File: src/hw/rtl/lbd_pkg.sv
// ----------------------------------------------------------------------------
// lbd_pkg
// Shared constants and controller/datapath interface types for the LRU
// block buffer directory.
// ----------------------------------------------------------------------------
package lbd_pkg;

    localparam int DEF_ENTRIES = 16;

    localparam int TAG_W     = 16;
    localparam int OUTCOME_W = 2;
    localparam int SLOT_W    = 4;
    localparam int RANK_W    = 4;
    localparam int IN_DATA_W  = 16;
    localparam int OUT_DATA_W = 16;
    localparam int OUT_USED_W = OUTCOME_W + SLOT_W + RANK_W;

    localparam logic [OUTCOME_W-1:0] OUTCOME_HIT   = 2'd0;
    localparam logic [OUTCOME_W-1:0] OUTCOME_FETCH = 2'd1;
    localparam logic [OUTCOME_W-1:0] OUTCOME_FULL  = 2'd2;

    typedef struct packed {
        logic capture;
        logic commit;
    } t_cmd;

    typedef struct packed {
        logic out_free;
    } t_status;

endpackage

File: src/hw/rtl/lru_block_buffer_directory.sv
// ----------------------------------------------------------------------------
// lru_block_buffer_directory
// Fully associative, most-recently-used ordered directory of a disk block
// buffer cache.
// ----------------------------------------------------------------------------
// Each block number taken on the input stream is compared in parallel against
// all live entries in the transfer cycle and the match vector is registered;
// once the output register is free, the first match (or a new entry, while
// room remains) moves to the front of the order and the result is loaded into
// the output register. The next lookup depends on that recency shift, so the
// input is ready again only once the result has been loaded. A hit reports
// its slot and prior rank, a miss with room takes slot number equal to the
// current fill count, and a miss when full reports full and leaves the
// directory unchanged. No clearing pass is needed after reset.
module lru_block_buffer_directory #(
    parameter int ENTRIES = lbd_pkg::DEF_ENTRIES
) (
    input  logic                           i_clk,
    input  logic                           i_rst_n,
    input  logic                           s_axis_tvalid,
    output logic                           s_axis_tready,
    // Fields from bit 0: block_number[15:0].
    input  logic [lbd_pkg::IN_DATA_W-1:0]  s_axis_tdata,
    output logic                           m_axis_tvalid,
    input  logic                           m_axis_tready,
    // Fields from bit 0: outcome[1:0], slot[5:2], prior_rank[9:6], zero fill.
    output logic [lbd_pkg::OUT_DATA_W-1:0] m_axis_tdata
);
    import lbd_pkg::*;

    t_cmd    cmd;
    t_status status;

    lbd_ctrl u_ctrl (
        .i_clk      (i_clk),
        .i_rst_n    (i_rst_n),
        .i_in_valid (s_axis_tvalid),
        .o_in_ready (s_axis_tready),
        .i_status   (status),
        .o_cmd      (cmd)
    );

    lbd_dpath #(
        .ENTRIES (ENTRIES)
    ) u_dpath (
        .i_clk       (i_clk),
        .i_rst_n     (i_rst_n),
        .i_cmd       (cmd),
        .o_status    (status),
        .i_tag       (s_axis_tdata[TAG_W-1:0]),
        .i_out_ready (m_axis_tready),
        .o_out_valid (m_axis_tvalid),
        .o_out_data  (m_axis_tdata)
    );

endmodule

File: src/hw/rtl/lbd_ctrl.sv
// ----------------------------------------------------------------------------
// lbd_ctrl
// Sequencer: takes one lookup, then commits the directory update and the
// result once the output register can take it.
// ----------------------------------------------------------------------------
module lbd_ctrl (
    input  logic             i_clk,
    input  logic             i_rst_n,
    input  logic             i_in_valid,
    output logic             o_in_ready,
    input  lbd_pkg::t_status i_status,
    output lbd_pkg::t_cmd    o_cmd
);
    import lbd_pkg::*;

    localparam logic S_IDLE   = 1'b0;
    localparam logic S_UPDATE = 1'b1;

    logic r_state;
    logic n_state;

    always_comb begin
        n_state        = r_state;
        o_in_ready     = 1'b0;
        o_cmd.capture  = 1'b0;
        o_cmd.commit   = 1'b0;
        unique case (r_state)
            S_IDLE: begin
                o_in_ready    = 1'b1;
                o_cmd.capture = i_in_valid;
                if (i_in_valid) begin
                    n_state = S_UPDATE;
                end
            end
            S_UPDATE: begin
                o_cmd.commit = i_status.out_free;
                if (i_status.out_free) begin
                    n_state = S_IDLE;
                end
            end
            default: begin
                n_state = S_IDLE;
            end
        endcase
    end

    always_ff @(posedge i_clk) begin
        if (!i_rst_n) begin
            r_state <= S_IDLE;
        end else begin
            r_state <= n_state;
        end
    end

endmodule

File: src/hw/rtl/lbd_dpath.sv
// ----------------------------------------------------------------------------
// lbd_dpath
// Recency-ordered tag and slot rows, parallel tag compare, move-to-front
// shift and the result register.
// ----------------------------------------------------------------------------
module lbd_dpath #(
    parameter int ENTRIES = lbd_pkg::DEF_ENTRIES
) (
    input  logic                           i_clk,
    input  logic                           i_rst_n,
    input  lbd_pkg::t_cmd                  i_cmd,
    output lbd_pkg::t_status               o_status,
    input  logic [lbd_pkg::TAG_W-1:0]      i_tag,
    input  logic                           i_out_ready,
    output logic                           o_out_valid,
    output logic [lbd_pkg::OUT_DATA_W-1:0] o_out_data
);
    import lbd_pkg::*;

    localparam int IDX_W = $clog2(ENTRIES);
    localparam int CNT_W = $clog2(ENTRIES + 1);

    logic [TAG_W-1:0]   r_tags  [ENTRIES];
    logic [SLOT_W-1:0]  r_slots [ENTRIES];
    logic [CNT_W-1:0]   r_used;
    logic [TAG_W-1:0]   r_tag;
    logic [ENTRIES-1:0] r_match;
    logic               r_out_valid;
    logic [OUT_USED_W-1:0] r_out;

    logic [ENTRIES-1:0] n_match;
    logic               hit;
    logic               full;
    logic [IDX_W-1:0]   hit_idx;
    logic [IDX_W-1:0]   upto;
    logic [SLOT_W-1:0]  front_slot;
    logic               do_place;
    logic [OUTCOME_W-1:0] outcome;
    logic [RANK_W-1:0]  rank;

    always_comb begin
        for (int i = 0; i < ENTRIES; i++) begin
            n_match[i] = (r_tags[i] == i_tag) && (CNT_W'(i) < r_used);
        end
    end

    always_comb begin
        hit_idx = '0;
        for (int i = ENTRIES - 1; i >= 0; i--) begin
            if (r_match[i]) begin
                hit_idx = IDX_W'(i);
            end
        end
    end

    assign hit  = |r_match;
    assign full = (r_used == CNT_W'(ENTRIES));

    always_comb begin
        upto       = r_used[IDX_W-1:0];
        front_slot = SLOT_W'(r_used);
        outcome    = OUTCOME_FETCH;
        rank       = '0;
        do_place   = 1'b1;
        if (hit) begin
            upto       = hit_idx;
            front_slot = r_slots[hit_idx];
            outcome    = OUTCOME_HIT;
            rank       = RANK_W'(hit_idx);
        end else if (full) begin
            front_slot = '0;
            outcome    = OUTCOME_FULL;
            do_place   = 1'b0;
        end
    end

    always_ff @(posedge i_clk) begin
        if (i_cmd.capture) begin
            r_tag   <= i_tag;
            r_match <= n_match;
        end
        if (i_cmd.commit && do_place) begin
            for (int j = 1; j < ENTRIES; j++) begin
                if (IDX_W'(j) <= upto) begin
                    r_tags[j]  <= r_tags[j-1];
                    r_slots[j] <= r_slots[j-1];
                end
            end
            r_tags[0]  <= r_tag;
            r_slots[0] <= front_slot;
        end
        if (i_cmd.commit) begin
            r_out <= {rank, front_slot, outcome};
        end
    end

    always_ff @(posedge i_clk) begin
        if (!i_rst_n) begin
            r_used      <= '0;
            r_out_valid <= 1'b0;
        end else begin
            if (i_cmd.commit && !hit && !full) begin
                r_used <= r_used + CNT_W'(1);
            end
            if (i_cmd.commit) begin
                r_out_valid <= 1'b1;
            end else if (i_out_ready) begin
                r_out_valid <= 1'b0;
            end
        end
    end

    assign o_status.out_free = !r_out_valid || i_out_ready;
    assign o_out_valid       = r_out_valid;
    assign o_out_data        = OUT_DATA_W'(r_out);

endmodule

File: config.mk
export PLATFORM = sky130hd
export DESIGN_NAME = lru_block_buffer_directory
export DESIGN_NICKNAME = d
export VERILOG_FILES = /design/src/hw/rtl/lbd_pkg.sv /design/src/hw/rtl/lru_block_buffer_directory.sv /design/src/hw/rtl/lbd_ctrl.sv /design/src/hw/rtl/lbd_dpath.sv
export SDC_FILE = /design/constraint.sdc
export NUM_CORES = 1
export LEC_CHECK = 0
export BUFFER_PORTS_ARGS = -buffer_cell sky130_fd_sc_hd__clkbuf_2
export CAP_MARGIN = 5
export CORE_MARGIN = 10
export CORE_UTILIZATION = 46
export CTS_CLUSTER_SIZE = 10
export DETAILED_ROUTE_END_ITERATION = 7
export GPL_TIMING_DRIVEN = 0
export PLACE_DENSITY = 0.59
export SYNTH_ARGS = -nofsm -noshare
export SYNTH_HDL_FRONTEND = slang
export SYNTH_SLANG_ARGS = --single-unit
File: constraint.sdc
create_clock -name i_clk -period 8 [get_ports i_clk]
set_input_delay 0.4 -clock i_clk [delete_from_list [all_inputs] [get_ports i_clk]]
set_output_delay 0.4 -clock i_clk [all_outputs]
set_load 0.1 [all_outputs]
* After elaboration in Yosys (flattened, before gate mapping)
Memories as Yosys holds them, arrays and structs flattened.
Index checks and enable logic that the tools add are counted.
** Storage, ports and cells
- Memories :: 2
- Register bits :: 49
- Word-level logic and storage cells :: 162
- Input bits :: 20
- Output and inout bits :: 18
- Memory bits (writable) :: 320
** Memories
- u_dpath.r_tags :: depth 16, bits a word 16, read ports 16, clocked after memory_dff 0, write ports 16, RTL line lbd_dpath.sv:23 : logic [TAG_W-1:0] r_tags [ENTRIES];
- u_dpath.r_slots :: depth 16, bits a word 4, read ports 16, clocked after memory_dff 0, write ports 16, RTL line lbd_dpath.sv:24 : logic [SLOT_W-1:0] r_slots [ENTRIES];
** Cells by class
- Reduce and logical (&&, ||, !) cells :: 25
- Bitwise logic cells :: 1
- Equality and inequality tests :: 17
- Add/sub/neg operators :: 1
- Multiplexer cells :: 77
- Order comparisons :: 31
** Operators with widths (count)
- equality test 16 bit :: 16
- 2-to-1 mux 4 bit :: 19
- 2-to-1 mux 1 bit :: 56
- < comparator 4 x 5 -> 1 bit (first input constant) :: 8
- <= comparator 4 bit (first input constant) :: 8
- < comparator 3 x 5 -> 1 bit (first input constant) :: 4
- logical AND 1 bit :: 19
- <= comparator 3 x 4 -> 1 bit (first input constant) :: 4
- OR reduction 16 bit :: 1
- < comparator 1 x 5 -> 1 bit (first input constant) :: 2
- < comparator 2 x 5 -> 1 bit (first input constant) :: 2
- <= comparator 2 x 4 -> 1 bit (first input constant) :: 2
- adder 5 x 1 -> 5 bit (second input constant) :: 1
- equality test 5 bit (second input constant) :: 1
- <= comparator 1 x 4 -> 1 bit (first input constant) :: 1
- zero test 1 bit :: 3
- 2-to-1 mux 2 bit :: 1
- one-hot mux 1 bit (2 select lines) :: 1
- nonzero test 2 bit :: 1
- logical OR 1 bit :: 1
- NOT 1 bit :: 1

* Logic depth before layout (Yosys ltp)
Gate-level depths: netlist of run 1.
- Depth in word-level cells :: 21
- Mapped depth :: 11
- Depth with buffers taken out :: 9

* Cells and area by module
A second synthesis of run 1 with hierarchy kept.
** Unflattened totals
- Cells, all modules :: 950
- Area total of the unflattened synthesis :: 15268.4 um2
** By module, submodules not included
- lbd_dpath :: cells each 944, sequential area each 10990.5 um2, area an instance 15218.3 um2, instances 1
- lbd_ctrl :: cells each 6, sequential area each 20.0 um2, area an instance 50.0 um2, instances 1

* Worst setup path after synthesis of run 1
No wires, ideal clock.
- Kind :: reg2reg
- Start point :: register u_dpath.r_out_valid (netlist: u_dpath.o_out_valid)
- End point :: memory u_dpath.r_slots[5][0], enable pin
- Path slack :: 3.901 ns
- Library setup time :: 0.425 ns
- Clock period less this slack :: 4.099 ns
- Arrival time :: 3.674 ns
- Stages on the path, launching flop included :: 7
- Buffers on the path :: 0
- Cell sequence :: dfxtp_1 nand2b_1 and2_1 or2b_2 inv_1 nand2_1 o21ai_0
** RTL lines
- start, declared :: RTL line lbd_dpath.sv:28 : logic r_out_valid;
- start signal, assigned :: RTL line lbd_dpath.sv:100 : r_out_valid <= 1'b0;
- start signal, assigned :: RTL line lbd_dpath.sv:106 : r_out_valid <= 1'b1;
- start signal, assigned :: RTL line lbd_dpath.sv:108 : r_out_valid <= 1'b0;
- end, declared :: RTL line lbd_dpath.sv:24

==> results.md, run 1 <==
- CP max stage cell: inv_1
- Final Skew: 11.5 ps
- Die area: 0.0409 sq mm
- Buf+Inv Stages, Crit Path: 5
- DR WL/cell: 22.1 um
- Syn Std Cell Area: 0.0153 sq mm
- Max Cap Viol: 0
- Vias per inst: 5.32
- GRT Total Usage: 0.162
- WP data required: slightly above 8000 ps
- Pins Over Slew Limit: 0
- Share of cells above drive strength 1: 0.131
- Status: complete, no violations
- RSZ-0062 raised after global routing: false
- List of most frequent post-synthesis cells: 362 x edfxtp_1, 176 x xor2_1, 84 x xnor2_1, 47 x nor4_1, 31 x nand2_1
- Area Growth Syn to Fin: 14.2%
- HP Class: input pin to register
- Crit path capture type: register
- Post-layout min period: between 3000 and 4000 ps
- Seq pwr share: 0.522
- TritonCTS buffer count: 43
- TritonCTS clock tree: yes
- Largest cells by area after synthesis: edfxtp_1 71%, xor2_1 10%, xnor2_1 4.8%
- Family with the most delay on the worst path: buffers and inverters
- Worst setup SP type: register
- First-pass GRT wire length: 50,100 um
- Clk buf depth: 3
- CP peak stage delay: approximately 660 ps
- Post-synth EDFFs: approximately 360
- Largest net degree at the start of global routing: 33
- Count leader, synth: edfxtp_1
- Synth top area share: 0.711
- I/O Buffers: 31
- Final setup viols: 0
- Fin Setup TNS: 0 ps
- Io pins: 38
- Sequential share of the synthesized area: 0.720
- ANT nets after route: 0
- Clk sinks: ~370
- Total Routed Length: about 33,000 um
- Clock network power share: 0.413
- Most frequent CP cell: inv_1
- Clock edge transition at the registers on the reported setup and hold paths: 60 ps
- Final Hold Viols: 0
- Row count: 66
- Die extent in y: about 200 um
- Period utilisation layout: 0.500
- Warnings from Yosys: 0
- Number of nets in the layout: 1,065
- Sw Ratio: 0.220
- Yosys reg bits: 369
- Drt drc: 0
- Clk root buf: clkbuf_16
- Vias in the first global route: 8,381
- Top FF cell, synth: edfxtp_1
- Max Clock Freq: 250 MHz
- Initial antenna violation count: 0
- Number of hold buffers added after cts: 0
- Worst-Skew Late Latency: 530 ps
- Least-Margin Pin Slew: 1110 ps
- H-tree depth: 2
- GP Congestion: 0.830
- Critical Path Fanout Max: 22
- Dpl hpwl: 25,600 um
- Worst Hold Slack: 54.3 ps
- Setup Fix Bufs, Post-CTS: 0
- Unique masters post-synth: 58
- Pwr Density: 239 mW/mm^2
- Leak: 5.70 nW
- Logic pwr share: 0.065
- Vias: 7,974
- Setup CP Type: register to register
- Chip width: 202 um
- Resize count post-CTS: 0
- Largest area contributor in the netlist: edfxtp_1
- Syn Area/Cell: 16.1 sq um
- Int Pwr: 3.25 mW
- P_sw: 0.918 mW
- Initial Util: 0.468
- Cells after synthesis: 951
- Total grt overflow: 0
- Async SR Flop Fraction: 0
- N_diodes: 0
- Critical path, cell by cell: clkbuf_1, inv_1, ha_1, nand4bb_1, nor3_1, or2b_2, or2_1, buf_4, inv_2, nand2_1, inv_1
- Peak VDD IR: between 150 and 200 uV
- Core area: 0.0327 sq mm
- Slew HR: 0.240
- First-pass iteration count of the detailed router: 7
- Number of DRC markers in iteration 0: approximately 630
- Critical path arrival: 4150 ps
==> stage by stage <==
step                      area, sq um  power (mW)  setup slack, ps   util  std cells
after CTS                       17500        4.21             3990  0.534       1500
after floorplan                 15300        2.40             3900      -        956
after global placement          16000        2.48             2480  0.490       1429
final                           17500        4.17             4000  0.534       1500
after global routing            17500        4.30             3770  0.534       1500
after detailed placement        16300        2.49             4020  0.497       1440
==> layout make-up <==
type | count | area (sq um)
Fill cell | 2712 | 15200
Timing Repair Buffer | 42 | 358
Tap cell | 442 | 553
Multi-Input combinational cell | 526 | 4060
Inverter | 11 | 42.5
Clock inverter | 3 | 31.3
Sequential cell | 369 | 11000
Buffer | 50 | 239
Clock buffer | 57 | 1170
==> sequential cells by signal, summed over array words and instances, names as in the netlist <==
signal	count
u_dpath.r_tag	16
u_dpath.r_out	10
u_dpath.r_tags	256
u_dpath.o_out_valid	1
u_dpath.r_used	5
u_dpath.r_match	16
u_dpath.r_slots	64
u_ctrl.r_state	1
==> cell usage in the layout (no fill, tap or decap), types with 3 or more instances in the layout <==
cell type / n
nand2b_1: 3
clkbuf_2: 31
clkbuf_1: 42
dfxtp_1: 7
nor2_2: 5
nor2_1: 18
o21ai_2: 3
nor3_1: 14
buf_8: 8
clkbuf_16: 45
nor2b_1: 5
mux2i_1: 7
a31oi_1: 3
o21ai_0: 8
nand2_1: 31
conb_1: 6
a21oi_2: 4
mux4_2: 10
nand4_1: 25
xnor2_1: 84
xor2_1: 176
or4_1: 3
a211oi_1: 5
buf_16: 3
inv_1: 9
buf_1: 6
nand3_1: 15
and2_1: 7
buf_4: 11
and3_1: 3
edfxtp_1: 362
nor4_1: 47
a21oi_1: 9
==> worst paths after layout <==
path,to,slack [ps],depth (start not counted),start
setup / recovery,u_dpath.r_tags[1][74],4000,11,u_dpath.r_used[1]
hold / removal,u_dpath.r_tag[10],50,1,s_axis_tdata[10]
hold reg to reg,u_dpath.r_tags[0][12],420,0,u_dpath.r_tag[12]
setup reg to reg,u_dpath.r_tags[1][74],4000,11,u_dpath.r_used[1]
==> routing by layer <==
metal  share of wire  GRT usage  up-vias
met5               0          0        -
met4           0.025     0.0485        0
met3           0.053     0.0281       53
met2            0.50      0.276      218
met1            0.42      0.208     4018
li1                -          -     3685
==> power groups by stage <==
stage               Sequential (mW)  Clock (mW)  Combinational (mW)
floorplan                      2.24           0               0.163
global placement               2.21           0               0.263
detailed placement             2.21           0               0.273
CTS                            2.17        1.76               0.274
global route                   2.18        1.83               0.292
finish                         2.18        1.72               0.271
==> cells by family after synthesis <==
group                    after synthesis  share of synthesized area
AND/OR/NAND/NOR                      188                     0.0679
XOR/XNOR                             260                      0.149
AO/OA/AOI/OAI                         51                     0.0220
multiplexers                          19                     0.0208
buffers and inverters                 61                     0.0184
flip-flops                           369                      0.720
adder cells (fa/ha/maj)                2                    0.00164
other                                  1                   0.000245
Note: power is estimated with default switching activity, not from simulation.
==> run 2, diff against run 1 <==
clock period = 3.8 ns   (was 8 ns; I/O delays follow)
==> run 2 against run 1 <==
  * Via count is 0.16% higher
  * Sequential power is 110% higher
  * Clock skew fell by 1.3 ps
  * First-iteration DRC count is 25% lower
  * Cell count is 1.6% higher
  * Setup slack lost 3700 ps
  * Power up 110%
  * Non-clock buffer count increased by 21
  * Clock power grew 110%
  * Largest power group unchanged
  * Highest routed layer unchanged
==> results.md, run 2 (same netlist as run 1, synthesis figures left out) <==
- RSZ-0062 raised after global routing: false
- ANT nets after route: 0
- First-pass GRT wire length: 49,800 um
- Biggest regs: u_dpath.r_tags x256, u_dpath.r_slots x64
- CP max stage cell: nor4_2
- Peak VDD IR: around 390 uV
- Row count: 66
- Most frequent cells in the layout: 362 x edfxtp_1, 176 x xor2_1, 84 x xnor2_1, 45 x nor4_1, 45 x clkbuf_16
- Number of DRC markers in iteration 0: 477
- Core area: 0.0327 sq mm
- CP peak stage delay: 570 ps
- Critical path arrival: 3740 ps
- Crit path capture type: register
- Period utilisation layout: 0.933
- Setup WS pre-CTS: -419 ps
- Least-Margin Pin Slew: 1040 ps
- Clk root buf: clkbuf_16
- Max Cap Viol: 0
- Worst Hold Slack: 384 ps
- Area Growth Syn to Fin: 16.0%
- Die extent in y: 202 um
- Fillers: about 2,700
- Chip width: 202 um
- Non-Filler Cell Area, Final: 0.0177 sq mm
- DR WL/cell: 22.1 um
- Vias in the first global route: just over 8,000
- Clk sinks: 369
- Buf+Inv Stages, Crit Path: 3
- Post-layout min period: between 3000 and 4000 ps
- Family with the most delay on the worst path: simple AND/OR/NAND/NOR gates
- WP data required: 4000 ps
- Largest net degree at the start of global routing: 33
- Footprint of the multi-input gates: 0.00411 sq mm
- Vias: 7,987
- Placed Area: 0.0162 sq mm
- Pwr Density: 497 mW/mm^2
- Critical Path Fanout Max: 22
- Setup CP Type: register to register
- Total Routed Length: around 34,000 um
- Final Hold Viols: 0
- Share of cells above drive strength 1: 0.139
- Slew HR: 0.304
- Die area: 0.0409 sq mm
- Top reg by flops: u_dpath.r_tags
- Dpl hpwl: 25,100 um
- Register area: 0.0110 sq mm
- H-tree depth: 2
- RR Startpoint: u_dpath.r_match[5]
- Final Power: around 9 mW
- TritonCTS clock tree: yes
- Pins Over Slew Limit: 0
- Worst-Skew Late Latency: 540 ps
- Clk buf depth: 3
- Critical path, cell by cell: nor4_2, nand2_1, nor3_1, or2b_2, or2_1, buf_4, clkinv_2, nand2_4, clkinvlp_4
- Commonest non-fill, non-tap cell in the layout: edfxtp_1
- Hold_sp: s_axis_tdata[8]
- Fin Setup TNS: 0 ps
- Vias per inst: 5.24
- Max FFs per register: roughly 260
- Io pins: 38
- Worst setup SP type: register
- Status: complete, no violations
- HP Class: input pin to register
- Initial Util: 0.468
- Clock edge transition at the registers on the reported setup and hold paths: about 60 ps
- GRT Total Usage: 0.163
- Drt drc: 0
- Number of nets in the layout: 1,088
- Final Skew: between 10 and 15 ps
- GP Congestion: 0.850
- Max Clock Freq: around 280 MHz
- Initial antenna violation count: 0
- First-pass iteration count of the detailed router: 5
- Final worst-path setup slack: 254 ps
- Final setup viols: 0
- TritonCTS buffer count: 43
- Leak: 5.80 nW
- I/O Buffers: 31
- CP startpoint: u_dpath.r_match[5]
- Total grt overflow: 0
==> run 2: changes by cell type in the layout (fill, tap and decap cells not counted), sizes merged, moves of 2 or more <==
cell	change
dlygate4sd3	+20
clkinvlp	+2
inv	-3
clkinv	+3
==> run 2: layout make-up <==
class                   instances  share of cell area
repair buffers                 63              0.0315
clock inverters                 4             0.00183
multi-input cells             527               0.231
clock buffers                  56              0.0664
plain buffers                  50              0.0135
diodes                          1            0.000141
repair inverters                1            0.000423
flip-flops and latches        369               0.621
inverters                      11             0.00289
well taps                     442              0.0312
==> run 2: metal layers <==
metal,global-route usage,vias to the layer above,routed length (um)
li1,-,3746,-
met2,0.275,192,16700
met4,0.0557,0,831
met5,0,-,0
met1,0.206,3994,14600
met3,0.0334,55,1530
==> run 2: through the flow <==
step | instances | utilization
final | 1524 | 0.542
after global routing | 1523 | 0.542
after CTS | 1522 | 0.541
after detailed placement | 1439 | 0.497
after global placement | 1429 | 0.490
after floorplan | 956 | -
==> run 2: report_power, final <==
part	switching, mW	internal, mW
sequential	0.0458	4.53
clock	1.51	2.14
combinational	0.403	0.187
==> run 2: final timing paths <==
| kind | to | slack [ps] | depth (start not counted) |
|---|---|---|---|
| max | u_dpath.r_tags[1][70] | 250 | 9 |
| min | u_dpath.r_tag[8] | 380 | 2 |
| max reg2reg | u_dpath.r_tags[1][70] | 250 | 9 |
| min reg2reg | u_dpath.r_tags[0][9] | 420 | 0 |
==> run 2: repair_timing <==
action / in CTS / in global routing
cloned: 1 / 1
hold buffers: 20 / 0
pin swaps: 0 / 0
buffers inserted: 2 / 0
resized for setup: 6 / 6
setup endpoints to repair: 60 / 97
hold endpoints to repair: 22 / 0
==> run 2: worst register-to-register path: stages (launching register included) <==
cell	delay, ps
edfxtp_1	480
nor4_2	570
nand2_1	180
nor3_1	360
or2b_2	270
or2_1	120
buf_4	160
clkinv_2	350
nand2_4	370
clkinvlp_4	350
==> run 3, diff against run 2 <==
RECOVER_POWER = 25   (was default)
==> run 3 against run 2 <==
  * Cell count is essentially flat
  * Maximum frequency shrank 1.2%
  * Combinational power is essentially flat
  * Largest cell class unchanged
  * Wire length is essentially flat
  * Non-clock buffer count unchanged
  * Critical endpoint is now u_dpath.r_slots[12][1]
  * Sequential share of layout area grew 0.070 points
  * Highest routed layer unchanged
  * Register-to-register slack worse by 40 ps
  * Power about the same
  * Critical path depth unchanged
==> results.md, run 3 (same netlist as run 1, synthesis figures left out) <==
- CP max stage cell: nor4_2
- Seq pwr share: 0.519
- Int Pwr: ~6.9 mW
- Most frequent cells in the layout: 362 x edfxtp_1, 176 x xor2_1, 84 x xnor2_1, 53 x clkbuf_1
- TritonCTS clock tree: yes
- Pwr Density: 498 mW/mm^2
- Number of nets in the layout: 1,088
- Critical Path Fanout Max: 22
- Final setup viols: 0
- Vias in the first global route: roughly 8,300
- Io pins: 38
- Dpl cells: 1,439
- Peak VDD IR: 386 uV
- Last element of the critical path: u_dpath.r_slots[12][1]
- CP startpoint: u_dpath.r_match[5]
- Drt drc: 0
- N_diodes: 0
- Largest net degree at the start of global routing: 33
- Biggest regs: u_dpath.r_tags x256, u_dpath.r_slots x64
- Worst-Skew Late Latency: 540 ps
- Critical path arrival: roughly 3800 ps
- Least-Margin Pin Slew: 1050 ps
- Clock network power share: 0.414
- CP peak stage delay: between 500 and 600 ps
- Max FFs per register: 256
- Total grt overflow: 0
- Die area: 0.0409 sq mm
- Pins Over Slew Limit: 0
- Slew HR: 0.302
- Setup CP Type: register to register
- Row count: 66
- Worst Reg2Reg Path Length in Cells: 9
- H-tree depth: 2
- P_sw: 1.96 mW
- Dpl hpwl: 25,100 um
- Vias: 8,002
- Commonest non-fill, non-tap cell in the layout: edfxtp_1
- DR WL/cell: approximately 22 um
- Core area: 0.0327 sq mm
- Clock edge transition at the registers on the reported setup and hold paths: roughly 60 ps
- Reg2Reg Setup Slack: 210 ps
- Area Growth Syn to Fin: 15.9%
- Crit path capture type: register
- Top reg by flops: u_dpath.r_tags
- Logic pwr share: 0.067
- HP Class: input pin to register
- Initial antenna violation count: 0
- TritonCTS buffer count: 43
- Period utilisation layout: 0.945
- Vias per inst: ~5.3
- Critical path, cell by cell: nor4_2, nand2_1, nor3_1, or2b_2, or2_1, buf_4, clkinv_2, nand2_4, clkinvlp_4
- Worst setup SP type: register
- Leak: 5.76 nW
- Final Skew: 10.9 ps
- First-pass iteration count of the detailed router: 5
- Max Clock Freq: 279 MHz
- Number of DRC markers in iteration 0: 461
- Max Cap Viol: 0
- WP data required: 4000 ps
- Status: complete, no violations
- Clk buf depth: 3
- ANT nets after route: 0
- Total Routed Length: around 34,000 um
- Share of cells above drive strength 1: 0.126
- Final Power: slightly below 9 mW
- Post-layout min period: 3590 ps
- Clk sinks: 369
- Clk root buf: clkbuf_16
- GRT Total Usage: 0.163
- Sw Ratio: 0.222
- RR Startpoint: u_dpath.r_match[5]
- Final Hold Viols: 0
- I/O Buffers: 31
- Die extent in y: 202 um
- First-pass GRT wire length: 49,800 um
- Initial Util: 0.468
- RSZ-0062 raised after global routing: false
- Reg-to-Reg End: u_dpath.r_slots[12][1]
- Non-filler cells, final: 1,523
- Chip width: 202 um
- GP Congestion: 0.850
==> run 3: per-stage QoR <==
stage           util  setup TNS, ps  cell area (sq um)  worst slack, ps  hold WS, ps
2_1_floorplan      -         -11950              15300             -299          289
3_3_place_gp   0.490        -114120              16000            -1590          384
3_5_place_dp   0.497         -14140              16200             -419          383
4_1_cts        0.541              0              17700             86.2          364
5_1_grt        0.542              0              17700             7.73          387
6_report       0.542              0              17700              210          391
==> run 3: power by group through the flow <==
stage	combinational [mW]	clock [mW]	sequential, mW
2_1_floorplan	0.342	0	4.71
3_3_place_gp	0.554	0	4.66
3_5_place_dp	0.573	0	4.66
4_1_cts	0.593	3.73	4.58
5_1_grt	0.632	3.90	4.59
6_report	0.587	3.66	4.58
==> run 3: critical path, delay by kind of cell (launching register included) <==
family,cells,cell delay (ps)
buffers and inverters,3,860
flip-flops,1,480
AND/OR/NAND/NOR,6,1880
==> run 3: timing repair <==
action / CTS / global route
endpoints found under the setup margin: 60 / 97
setup buffers: 2 / 0
resized for setup: 6 / 6
hold buffers: 20 / 0
hold endpoints to repair: 22 / 0
cloned: 1 / 1
==> run 3: worst min-delay path by stage <==
stage / slack, ps / depth (start not counted) / end / from
after floorplan: 290 / 0 / u_dpath.r_tag[0] / s_axis_tdata[0]
after global placement: 380 / 1 / u_dpath.r_tag[14] / s_axis_tdata[14]
after detailed placement: 380 / 1 / u_dpath.r_tag[0] / s_axis_tdata[0]
after CTS: 360 / 2 / u_dpath.r_tag[0] / s_axis_tdata[0]
after global routing: 390 / 2 / u_dpath.r_tag[4] / s_axis_tdata[4]
final: 390 / 2 / u_dpath.r_tag[8] / s_axis_tdata[8]
==> run 3: final cells by class <==
class,count,area [sq um]
Clock buffer,56,1180
Tap cell,442,553
Sequential cell,369,11000
Multi-Input combinational cell,527,4110
Timing Repair Buffer,63,541
Inverter,11,51.3
Buffer,50,240
Timing Repair inverter,1,7.51
Fill cell,2668,15000
Clock inverter,4,32.5
==> run 3: layer usage <==
layer  routed length, um  vias to the layer above  global-route usage
met5                   0                        -                   0
met4                 830                        0              0.0557
met3                1580                       55              0.0334
met2               16700                      193               0.275
met1               14500                     4016               0.206
li1                    -                     3738                   -
